## config.mk

```make
export PLATFORM = sky130hd
export DESIGN_NAME = nibble_permute_chain_byte_cipher_unit
export DESIGN_NICKNAME = d
export VERILOG_FILES = /design/src/design/npc_pkg.sv /design/src/design/npc_fifo.sv /design/src/design/npc_front.sv /design/src/design/npc_back.sv /design/src/design/nibble_permute_chain_byte_cipher_unit.sv
export SDC_FILE = /design/constraint.sdc
export NUM_CORES = 1
export LEC_CHECK = 0
export BUFFER_PORTS_ARGS = -buffer_cell sky130_fd_sc_hd__buf_2
export CAP_MARGIN = 10
export CORE_MARGIN = 4
export CORE_UTILIZATION = 50
export CTS_CLUSTER_DIAMETER = 120
export DETAILED_ROUTE_END_ITERATION = 12
export PLACE_DENSITY = 0.74
export SYNTH_ARGS = -nofsm -noshare
export SYNTH_HDL_FRONTEND = slang
export SYNTH_HIERARCHICAL = 1
export SYNTH_SLANG_ARGS = --single-unit
export TNS_END_PERCENT = 100
```

## constraint.sdc

```tcl
create_clock -name clk_i -period 8.6 [get_ports clk_i]
set_input_delay 1.29 -clock clk_i [delete_from_list [all_inputs] [get_ports clk_i]]
set_output_delay 1.29 -clock clk_i [all_outputs]
set_load 0.01 [all_outputs]
```

## src/design/npc_pkg.sv

```systemverilog
package npc_pkg;

  localparam logic [7:0] ChainStart = 8'hD5;
  localparam logic [7:0] HiNibMask  = 8'hF0;
  localparam logic [7:0] LoNibMask  = 8'h0F;

  localparam int QueueDepth = 2;
  localparam int QueuePtrW  = (QueueDepth > 1) ? $clog2(QueueDepth) : 1;
  localparam int QueueCntW  = $clog2(QueueDepth + 1);

  localparam int CfgIndexW = 3;
  localparam logic [CfgIndexW-1:0] CfgDecryptMode = 3'd0;
  localparam logic [CfgIndexW-1:0] CfgMainKeyLow  = 3'd1;
  localparam logic [CfgIndexW-1:0] CfgMainKeyHigh = 3'd2;
  localparam logic [CfgIndexW-1:0] CfgPadKeyLow   = 3'd3;
  localparam logic [CfgIndexW-1:0] CfgPadKeyHigh  = 3'd4;

  typedef struct packed {
    logic [7:0] data_byte;
    logic       end_of_message;
  } in_word_t;

  typedef struct packed {
    logic [7:0] out_byte;
    logic       out_last;
  } out_word_t;

  typedef struct packed {
    logic         decrypt;
    logic         restart;
    logic [127:0] main_key;
    logic [127:0] pad_key;
  } cfg_t;

  // One unit of work for the back end: a completed pair or a lone last byte.
  typedef struct packed {
    logic       is_pair;
    logic [7:0] first;
    logic [7:0] second;
    logic [3:0] pos;
    logic       last;
  } job_t;

  function automatic logic [7:0] key_byte(logic [127:0] key, logic [3:0] p);
    return key[{p, 3'b000} +: 8];
  endfunction

  function automatic logic [7:0] nib_swap(logic [7:0] v);
    return {v[3:0], v[7:4]};
  endfunction

  function automatic logic [7:0] perm_fwd(logic [7:0] v);
    return {v[3], v[5], v[2], v[1], v[7], v[0], v[6], v[4]};
  endfunction

  function automatic logic [7:0] perm_inv(logic [7:0] v);
    return {v[3], v[1], v[6], v[0], v[7], v[5], v[4], v[2]};
  endfunction

endpackage

```

## src/design/npc_fifo.sv

```systemverilog
module npc_fifo
  import npc_pkg::*;
(
  input  logic clk_i,
  input  logic rst_ni,
  input  logic push_i,
  input  job_t job_i,
  input  logic pop_i,
  output logic full_o,
  output logic valid_o,
  output job_t job_o
);

  localparam logic [QueuePtrW-1:0] PtrLast = QueuePtrW'(QueueDepth - 1);
  localparam logic [QueueCntW-1:0] CntFull = QueueCntW'(QueueDepth);

  job_t                 mem_q [QueueDepth];
  logic [QueuePtrW-1:0] wr_ptr_q, wr_ptr_d;
  logic [QueuePtrW-1:0] rd_ptr_q, rd_ptr_d;
  logic [QueueCntW-1:0] cnt_q, cnt_d;
  logic                 do_push, do_pop;

  assign full_o  = (cnt_q == CntFull);
  assign valid_o = (cnt_q != '0);
  assign job_o   = mem_q[rd_ptr_q];
  assign do_push = push_i && !full_o;
  assign do_pop  = pop_i && valid_o;

  always_comb begin
    wr_ptr_d = wr_ptr_q;
    rd_ptr_d = rd_ptr_q;
    cnt_d    = cnt_q;
    if (do_push) begin
      wr_ptr_d = (wr_ptr_q == PtrLast) ? '0 : wr_ptr_q + 1'b1;
    end
    if (do_pop) begin
      rd_ptr_d = (rd_ptr_q == PtrLast) ? '0 : rd_ptr_q + 1'b1;
    end
    if (do_push && !do_pop) begin
      cnt_d = cnt_q + 1'b1;
    end else if (do_pop && !do_push) begin
      cnt_d = cnt_q - 1'b1;
    end
  end

  always_ff @(posedge clk_i or negedge rst_ni) begin
    if (!rst_ni) begin
      wr_ptr_q <= '0;
      rd_ptr_q <= '0;
      cnt_q    <= '0;
    end else begin
      wr_ptr_q <= wr_ptr_d;
      rd_ptr_q <= rd_ptr_d;
      cnt_q    <= cnt_d;
    end
  end

  always_ff @(posedge clk_i) begin
    if (do_push) begin
      mem_q[wr_ptr_q] <= job_i;
    end
  end

endmodule

```

## src/design/npc_front.sv

```systemverilog
module npc_front
  import npc_pkg::*;
(
  input  logic     clk_i,
  input  logic     rst_ni,
  input  cfg_t     cfg_i,
  input  logic     in_valid_i,
  input  in_word_t in_data_i,
  input  logic     queue_full_i,
  output logic     accept_o,
  output logic     push_o,
  output job_t     job_o
);

  logic [7:0] held_q, held_d;
  logic       held_valid_q, held_valid_d;
  logic [3:0] pos_q, pos_d;
  logic [7:0] chain_q, chain_d;
  logic [7:0] cur;
  logic       eom;

  assign eom      = in_data_i.end_of_message;
  assign accept_o = in_valid_i && !queue_full_i;
  assign push_o   = accept_o && (held_valid_q || eom);

  // Per-byte front stage; in decrypt mode the chain is the received word itself.
  always_comb begin
    if (cfg_i.decrypt) begin
      cur = perm_inv(in_data_i.data_byte ^ chain_q ^ key_byte(cfg_i.main_key, pos_q));
    end else begin
      cur = nib_swap(~in_data_i.data_byte) ^ key_byte(cfg_i.pad_key, pos_q);
    end
  end

  always_comb begin
    job_o.is_pair = held_valid_q;
    job_o.first   = held_q;
    job_o.second  = cur;
    job_o.pos     = pos_q;
    job_o.last    = eom;
  end

  always_comb begin
    held_d       = held_q;
    held_valid_d = held_valid_q;
    pos_d        = pos_q;
    chain_d      = chain_q;
    if (cfg_i.restart) begin
      held_valid_d = 1'b0;
      pos_d        = '0;
      chain_d      = ChainStart;
    end else if (accept_o) begin
      if (held_valid_q || eom) begin
        held_valid_d = 1'b0;
      end else begin
        held_d       = cur;
        held_valid_d = 1'b1;
      end
      pos_d = eom ? '0 : pos_q + 1'b1;
      if (eom) begin
        chain_d = ChainStart;
      end else if (cfg_i.decrypt) begin
        chain_d = in_data_i.data_byte;
      end
    end
  end

  always_ff @(posedge clk_i or negedge rst_ni) begin
    if (!rst_ni) begin
      held_valid_q <= 1'b0;
      pos_q        <= '0;
      chain_q      <= ChainStart;
    end else begin
      held_valid_q <= held_valid_d;
      pos_q        <= pos_d;
      chain_q      <= chain_d;
    end
  end

  always_ff @(posedge clk_i) begin
    held_q <= held_d;
  end

endmodule

```

## src/design/npc_back.sv

```systemverilog
module npc_back
  import npc_pkg::*;
(
  input  logic      clk_i,
  input  logic      rst_ni,
  input  cfg_t      cfg_i,
  input  logic      job_valid_i,
  input  job_t      job_i,
  output logic      pop_o,
  output logic      out_valid_o,
  input  logic      out_stall_i,
  output out_word_t out_data_o
);

  logic [7:0] chain_q, chain_d;
  logic       out_valid_q, out_valid_d;
  out_word_t  out_q, out_d;
  logic       spare_valid_q, spare_valid_d;
  out_word_t  spare_q, spare_d;
  logic       out_free;
  logic [3:0] pos_p, pos_q_idx;
  logic [7:0] x, y, r0, r1;

  assign pos_p     = job_i.pos;
  assign pos_q_idx = job_i.pos - 1'b1;

  // r0 is the first result word of the job (the held byte, or the lone byte).
  always_comb begin
    x  = '0;
    y  = '0;
    r0 = '0;
    r1 = '0;
    if (cfg_i.decrypt) begin
      if (job_i.is_pair) begin
        x  = job_i.first ^ key_byte(cfg_i.pad_key, pos_q_idx);
        y  = job_i.second ^ key_byte(cfg_i.pad_key, pos_p);
        r0 = ~nib_swap(((x & HiNibMask) | (y & LoNibMask))
                       ^ key_byte(cfg_i.pad_key, pos_q_idx));
        r1 = ~nib_swap(((x & LoNibMask) | (y & HiNibMask))
                       ^ key_byte(cfg_i.pad_key, pos_p));
      end else begin
        r0 = ~nib_swap(job_i.second ^ key_byte(cfg_i.pad_key, pos_p));
      end
    end else begin
      if (job_i.is_pair) begin
        x  = ((job_i.first & HiNibMask) | (job_i.second & LoNibMask))
             ^ key_byte(cfg_i.pad_key, pos_q_idx);
        y  = ((job_i.first & LoNibMask) | (job_i.second & HiNibMask))
             ^ key_byte(cfg_i.pad_key, pos_p);
        r0 = perm_fwd(x) ^ key_byte(cfg_i.main_key, pos_q_idx) ^ chain_q;
        r1 = perm_fwd(y) ^ key_byte(cfg_i.main_key, pos_p) ^ r0;
      end else begin
        r0 = perm_fwd(job_i.second) ^ key_byte(cfg_i.main_key, pos_p) ^ chain_q;
      end
    end
  end

  assign out_free    = !out_valid_q || !out_stall_i;
  assign pop_o       = job_valid_i && out_free && !spare_valid_q;
  assign out_valid_o = out_valid_q;
  assign out_data_o  = out_q;

  always_comb begin
    out_valid_d   = out_valid_q;
    out_d         = out_q;
    spare_valid_d = spare_valid_q;
    spare_d       = spare_q;
    chain_d       = chain_q;
    if (spare_valid_q) begin
      if (out_free) begin
        out_d         = spare_q;
        out_valid_d   = 1'b1;
        spare_valid_d = 1'b0;
      end
    end else if (pop_o) begin
      out_valid_d      = 1'b1;
      out_d.out_byte   = r0;
      out_d.out_last   = job_i.is_pair ? 1'b0 : job_i.last;
      if (job_i.is_pair) begin
        spare_valid_d    = 1'b1;
        spare_d.out_byte = r1;
        spare_d.out_last = job_i.last;
      end
      if (!cfg_i.decrypt) begin
        chain_d = job_i.is_pair ? r1 : r0;
      end
      if (job_i.last) begin
        chain_d = ChainStart;
      end
    end else if (out_free) begin
      out_valid_d = 1'b0;
    end
    if (cfg_i.restart) begin
      chain_d = ChainStart;
    end
  end

  always_ff @(posedge clk_i or negedge rst_ni) begin
    if (!rst_ni) begin
      out_valid_q   <= 1'b0;
      spare_valid_q <= 1'b0;
      chain_q       <= ChainStart;
    end else begin
      out_valid_q   <= out_valid_d;
      spare_valid_q <= spare_valid_d;
      chain_q       <= chain_d;
    end
  end

  always_ff @(posedge clk_i) begin
    out_q   <= out_d;
    spare_q <= spare_d;
  end

endmodule

```

## src/design/nibble_permute_chain_byte_cipher_unit.sv

```systemverilog
// Byte-stream cipher with two 16-byte keys indexed by message position. One word
// is taken per cycle as long as the two-entry job queue has room; the front end
// applies the per-byte stage at once and holds the first byte of each pair until
// its partner or the end of the message arrives. The back end takes one job (a
// pair or a lone last byte) and delivers its words through an output register and
// a spare register, so the sustained rate is one word per cycle in both directions
// while the receiver does not stall. The first word of a job passes through the job
// queue and then the output register before it is on the output. Writing
// decrypt_mode restarts the message; key writes take effect for all stages not yet
// applied.
module nibble_permute_chain_byte_cipher_unit
  import npc_pkg::*;
(
  input  logic                 clk_i,
  input  logic                 rst_ni,
  input  logic                 in_valid_i,
  output logic                 in_stall_o,
  input  in_word_t             in_data_i,
  output logic                 out_valid_o,
  input  logic                 out_stall_i,
  output out_word_t            out_data_o,
  input  logic                 cfg_valid_i,
  output logic                 cfg_ready_o,
  input  logic [CfgIndexW-1:0] cfg_index_i,
  input  logic [63:0]          cfg_data_i
);

  logic        decrypt_q;
  logic [63:0] mk_lo_q, mk_hi_q, pk_lo_q, pk_hi_q;
  logic        cfg_wr;
  cfg_t        cfg;
  logic        queue_full, accept, push, pop, job_valid;
  job_t        push_job, pop_job;

  assign cfg_ready_o = 1'b1;
  assign cfg_wr      = cfg_valid_i && cfg_ready_o;

  always_ff @(posedge clk_i or negedge rst_ni) begin
    if (!rst_ni) begin
      decrypt_q <= 1'b0;
      mk_lo_q   <= '0;
      mk_hi_q   <= '0;
      pk_lo_q   <= '0;
      pk_hi_q   <= '0;
    end else if (cfg_wr) begin
      case (cfg_index_i)
        CfgDecryptMode: decrypt_q <= cfg_data_i[0];
        CfgMainKeyLow:  mk_lo_q   <= cfg_data_i;
        CfgMainKeyHigh: mk_hi_q   <= cfg_data_i;
        CfgPadKeyLow:   pk_lo_q   <= cfg_data_i;
        CfgPadKeyHigh:  pk_hi_q   <= cfg_data_i;
        default: ;
      endcase
    end
  end

  // The restart pulse comes with the mode write; the new mode is registered and seen in the following cycle.
  always_comb begin
    cfg.decrypt  = decrypt_q;
    cfg.restart  = cfg_wr && (cfg_index_i == CfgDecryptMode);
    cfg.main_key = {mk_hi_q, mk_lo_q};
    cfg.pad_key  = {pk_hi_q, pk_lo_q};
  end

  assign in_stall_o = queue_full;

  npc_front u_front (
    .clk_i        (clk_i),
    .rst_ni       (rst_ni),
    .cfg_i        (cfg),
    .in_valid_i   (in_valid_i),
    .in_data_i    (in_data_i),
    .queue_full_i (queue_full),
    .accept_o     (accept),
    .push_o       (push),
    .job_o        (push_job)
  );

  npc_fifo u_queue (
    .clk_i   (clk_i),
    .rst_ni  (rst_ni),
    .push_i  (push && accept),
    .job_i   (push_job),
    .pop_i   (pop),
    .full_o  (queue_full),
    .valid_o (job_valid),
    .job_o   (pop_job)
  );

  npc_back u_back (
    .clk_i       (clk_i),
    .rst_ni      (rst_ni),
    .cfg_i       (cfg),
    .job_valid_i (job_valid),
    .job_i       (pop_job),
    .pop_o       (pop),
    .out_valid_o (out_valid_o),
    .out_stall_i (out_stall_i),
    .out_data_o  (out_data_o)
  );

endmodule

```

## Yosys cells after proc, flatten, opt, wreduce, memory -nomap -nowiden

Memory sizes are Yosys's and may differ from the RTL's.
Index checks and enable logic that the tools add are counted.

| word-level totals | value |
|---|---|
| bits of input ports | 81 |
| bits in latches | 0 |
| word-level logic and storage cells | 142 |
| memory bits (writable) | 44 |
| flip-flop bits (word level) | 310 |
| ROM bits | 0 |
| memories kept | 1 |
| output and inout port bits | 12 |

Memories:

| name | depth | bits a word | rd ports | clocked after memory_dff | write ports | RTL line | RTL |
|---|---|---|---|---|---|---|---|
| u_queue.mem_q | 2 | 22 | 1 | 0 | 1 | npc_fifo.sv:17 | `job_t mem_q [QueueDepth];` |

| operators by class | value |
|---|---|
| equal/unequal tests | 8 |
| divide/modulo/power cells | 0 |
| add/subtract/negate cells | 6 |
| multipliers | 0 |
| multiplexer cells | 39 |
| shifts and indexed selects | 6 |
| bitwise logic cells | 26 |
| magnitude comparators | 0 |
| reductions and logical operators | 37 |

Operator list:

| kind | number |
|---|---|
| indexed part select 128 x 8 -> 8 bit | 6 |
| 2-to-1 mux 8 bit | 15 |
| bitwise XOR 8 bit | 15 |
| NOT 8 bit | 4 |
| 2-to-1 mux 9 bit | 3 |
| 2-to-1 mux 1 bit | 16 |
| OR 4 x 8 -> 8 bit | 2 |
| OR 8 x 4 -> 8 bit | 2 |
| AND reduction 2 bit | 8 |
| 2-to-1 mux 4 bit | 3 |
| nonzero test 2 bit | 6 |
| logical AND 1 bit | 10 |
| AND reduction 3 bit | 3 |
| equality test 3 x 2 -> 1 bit (second input constant) | 2 |
| logical NOT 1 bit | 6 |
| adder 4 x 1 -> 4 bit (second input constant) | 1 |
| 2-to-1 mux 2 bit | 2 |
| != test 2 bit (second input constant) | 2 |
| subtractor 4 x 1 -> 4 bit (second input constant) | 1 |
| equality test 3 x 1 -> 1 bit (second input constant) | 1 |
| equality test 3 bit (second input constant) | 1 |
| logical NOT 3 bit | 1 |
| != test 3 x 1 -> 1 bit (second input constant) | 1 |
| NOT 1 bit | 3 |
| 6 further kinds | 8 |

## Logic depth before layout (Yosys ltp)

An unclocked memory read counts as a cell.

| logic depth | value |
|---|---|
| depth after elaboration | 15 |
| depth in mapped cells | 16 |
| mapped depth without buffers | 11 |

## By module

Netlist, hierarchy kept.

Modules (own cells, without submodules):

| module | cells an instance | seq. area each (um^2) | area each (um^2) | times used |
|---|---|---|---|---|
| nibble_permute_chain_byte_cipher_unit | 550 | 6431.2 | 10435.0 | 1 |
| npc_back | 513 | 797.0 | 6640.1 | 1 |
| npc_front | 271 | 571.8 | 3274.4 | 1 |
| npc_fifo | 87 | 1421.4 | 1791.7 | 1 |

## Least setup slack after synthesis

Ideal clock, no wire load.

| timing | value |
|---|---|
| kind | reg-to-reg |
| from | register u_queue.rd_ptr_q |
| to | register u_back/spare_q[3] (netlist bit), data pin |
| required time | 8.342 ns |
| setup slack | 4.843 ns |
| data arrival time | 3.499 ns |
| period minus slack after synthesis | 3.757 ns |
| stages on the path, launching flop included | 14 |
| cell sequence | dfrtp_1 > buf_6 > mux2_2 > buf_6 > inv_2 > ha_1 > xor2_4 > mux4_1 > mux2i_1 > mux2i_1 > xnor2_1 > xor3_1 > nor2_1 > a21oi_1 |

RTL lines:

| element | RTL line | RTL |
|---|---|---|
| start: declaration | npc_fifo.sv:19 | `logic [QueuePtrW-1:0] rd_ptr_q, rd_ptr_d;` |
| start signal: assignment | npc_fifo.sv:53 | `rd_ptr_q <= rd_ptr_d;` |
| end signal: assignment | npc_back.sv:112 | `spare_q <= spare_d;` |
| end: declaration | npc_back.sv:19 | `out_word_t spare_q, spare_d;` |

==> metrics <==
outcome=finished, final reports clean; layout cells sized above 1=45.8%; io pins=93; DRC Markers=0; Total Wirelength=58,500 um; RR Startpoint=u_queue/rd_ptr_q; Data required, critical path=8.91 ns; Sw Ratio=38.1%; vias in the first global route=~14,000; CP Max Fanout=78; hold_buf cts=0; #FFs+latches synth=354; GP Congestion=0.934; RSZ-0062 raised after global routing=no; Yosys top cell by area=dfrtp_1; max cap viols=0; critical path class=reg -> reg; clk root buf=clkbuf_16; GRT overflow=0; Worst Skew=0.0172 ns; combinational power share=approximately half; Seq/Total Area, Yosys=41.6%; reg-to-reg slack, setup=3.02 ns; worst min path class=reg -> reg; ranking of synthesized cells by area=dfrtp_1 31%, mux4_2 16%, mux2_4 12%, edfxtp_1 9.5%, mux2_2 5.8%; Vias=13,695; post-cts resize count=0; CTS tree=done; worst hold endpoint=u_queue/mem_q[0][19]; Yosys top cell area share=31.0%; R2R cell count=13; Yosys cell types=82; R2R Path End=u_back/spare_q[2]; port bufs=91; Sequential Power Share=29.9%; total net switching power=3480 uW; fraction of registers with async set/reset=80.2%; first-pass GRT wire length=89,200 um; DP HPWL=about 39,000 um; Starting Density=between 50% and 60%; post-DR wirelength/cell=about 28 um; Setup-failing EPs final=0; Fin. Hold Viols=0; H-tree Lvls=2; Critical Path Source Type=flop; ys flop type=dfrtp_1; number of fill cells in the layout=~3,500; die area=between 0.04 and 0.05 sq mm; Max rail drop VDD=0.000200 V; vias per cell=6.57; Arrival @ worst endpoint=5.89 ns; area grow syn2layout=7.74%; Clock Sinks=354; Net Count, Synth=1,505; Clk network pwr share=18.9%; setup TNS=0 ns; post-synthesis cell count=1,421; Tmin final=5.58 ns; Nets=1,551; Worst setup EP type=flop; Clock Path Buffers=3; Pins Over Slew Limit=0; Die Ht=218 um; die span in x=218 um; final period utilization=between 60% and 70%; hold path start=u_front/held_q[6]; Std-Cell Rows=76; clock latency on the worst-skew pair=0.57 ns; Final Cell Area=0.0239 sq mm; initial antenna violation count=0; DRT Pass-1 Iters=6; antenna violation net count after detailed routing=0; EDFF count, synth=70; worst-margin pin slew=1.29 ns; CTS buffer count=40; ANT cells=0; Setup Fix Bufs, Post-CTS=0; Worst-path clk slew=0.06 ns; dpl cell area=0.0225 sq mm; DRT iter0 DRCs=between 1,500 and 2,000; GRT Total Usage=24.6%; Hold Crit Depth=0; Syn Std Cell Area=0.0221 sq mm; FMAX=179 MHz; Power Internal=5660 uW; largest net degree at the start of global routing=199; Core ar.=0.0435 sq mm; Avg Inst Size Synth=~16 sq um; Ys Warns=6; Lkg Pwr=0.00954 uW; Relative slew margins=14.3%; Power Density=383 mW/mm^2
-- registers in the layout, summed over array words and instances, names as in the netlist --
name and cells:
pk_hi_q 64, u_back/out_data_o 9, u_queue/mem_q 44, u_front/pos_q 4, pk_lo_q 64, u_back/out_valid_o 1
u_queue/wr_ptr_q 1, mk_hi_q 64, decrypt_q 1, u_back/chain_q 8, u_front/held_q 8, mk_lo_q 64
u_queue/rd_ptr_q 1, u_back/spare_q 9, u_front/chain_q 8, u_back/spare_valid_q 1, u_queue/cnt_q 2, u_front/held_valid_q 1
-- cell type report --
class | count | area, sq um | area share [%]
repair buffers | 115 | 658 | 2.76
inverters | 9 | 33.8 | 0.142
well taps | 585 | 732 | 3.07
clock buffers | 57 | 1150 | 4.81
flip-flops and latches | 354 | 9230 | 38.7
clock inverters | 17 | 175 | 0.734
multi-input cells | 947 | 11900 | 49.8
-- how the worst max path moves through the flow --
stage / start / end / slack, ns / cells past startpoint
floorplan: u_queue/rd_ptr_q / u_back/spare_q[3] / 4.84 / 13
global placement: u_queue/rd_ptr_q / u_back/spare_q[2] / 3.16 / 13
detailed placement: u_queue/rd_ptr_q / u_back/spare_q[2] / 3.05 / 13
CTS: u_queue/rd_ptr_q / u_back/spare_q[2] / 3.05 / 13
global route: u_queue/rd_ptr_q / u_back/spare_q[2] / 2.66 / 13
finish: u_queue/rd_ptr_q / u_back/spare_q[2] / 3.02 / 13
-- metal layers --
layer  GRT usage [%]  vias to the layer above  part of all wire [%]
met5               0                        -                     0
met4            7.98                        0                   3.5
met3            5.85                      129                   9.1
met2            37.5                      695                    46
met1            35.2                     7183                    41
li1                -                     5688                     -
-- worst max-delay path, stage by stage, from the launching register on --
cell	delay, ns
dfrtp_1	0.36
buf_4	0.24
mux2_8	0.78
inv_2	0.33
ha_2	1.16
buf_4	0.49
mux4_2	0.35
and2_1	0.17
a211oi_1	0.25
a31oi_1	0.13
xnor2_1	0.40
xnor2_1	0.21
xor2_1	0.20
mux2i_1	0.09
-- power by group through the flow --
stage	logic, uW	registers [uW]	clock network [uW]
2_1_floorplan	3810	2520	0
3_3_place_gp	4510	2720	0
3_5_place_dp	4590	2740	0
4_1_cts	4620	2720	1760
5_1_grt	4960	2790	1830
6_report	4680	2740	1730
-- cell usage in the layout, fill, tap and decap left out, types with 14 or more instances in the layout --
cell type,instances
nor2_1,43
buf_2,90
mux2_2,114
clkbuf_16,42
mux2i_1,48
xnor2_1,55
nand2_1,46
xor2_1,24
a22oi_1,14
and2_1,14
edfxtp_1,70
buf_4,23
o22ai_1,14
a221oi_1,14
mux4_1,27
mux4_2,160
mux2_4,180
a21oi_1,25
dfrtp_1,271
-- cells in the mapped netlist (5+ instances only) --
library cell / n
a211oi_1: 10
a21oi_1: 25
a221oi_1: 14
a221oi_2: 9
a22o_1: 12
a22oi_1: 14
a31oi_1: 6
and2_1: 14
buf_1: 6
buf_12: 15
buf_2: 13
buf_4: 14
buf_6: 38
clkbuf_1: 20
dfrtp_1: 274
dfstp_2: 10
edfxtp_1: 70
inv_1: 7
mux2_2: 115
mux2_4: 180
mux2i_1: 48
mux4_1: 27
mux4_2: 160
nand2_1: 46
nand2b_1: 13
nand3_1: 8
nor2_1: 44
nor2b_1: 8
nor3_1: 9
o21ai_0: 5
o21ai_1: 7
o22a_1: 5
o22ai_1: 14
xnor2_1: 56
xnor2_2: 5
xor2_1: 24
-- metrics by stage --
step | cells | setup slack [ns] | total power [uW] | hold slack (ns) | util [%]
global placement | 2010 | 3.16 | 7230 | 0.422 | 51.9
floorplan | 1421 | 4.84 | 6330 | 0.421 | -
detailed placement | 2010 | 3.05 | 7340 | 0.431 | 51.9
global route | 2084 | 2.66 | 9580 | 0.451 | 54.9
CTS | 2084 | 3.05 | 9100 | 0.444 | 54.9
finish | 2084 | 3.02 | 9150 | 0.446 | 54.9
-- cell families (layout without fill, tap and decap cells) --
logic type,count (synthesis),in the layout,synth area share (%)
compound gates,152,152,5.45
xor+xnor,91,91,4.14
fa+ha+maj,3,3,0.170
buf+inv,120,198,4.92
flops,354,354,41.6
mux,531,531,39.8
other cells,1,1,0.0169
simple gates,169,169,3.88
Note: power is estimated with default switching activity, not from simulation.
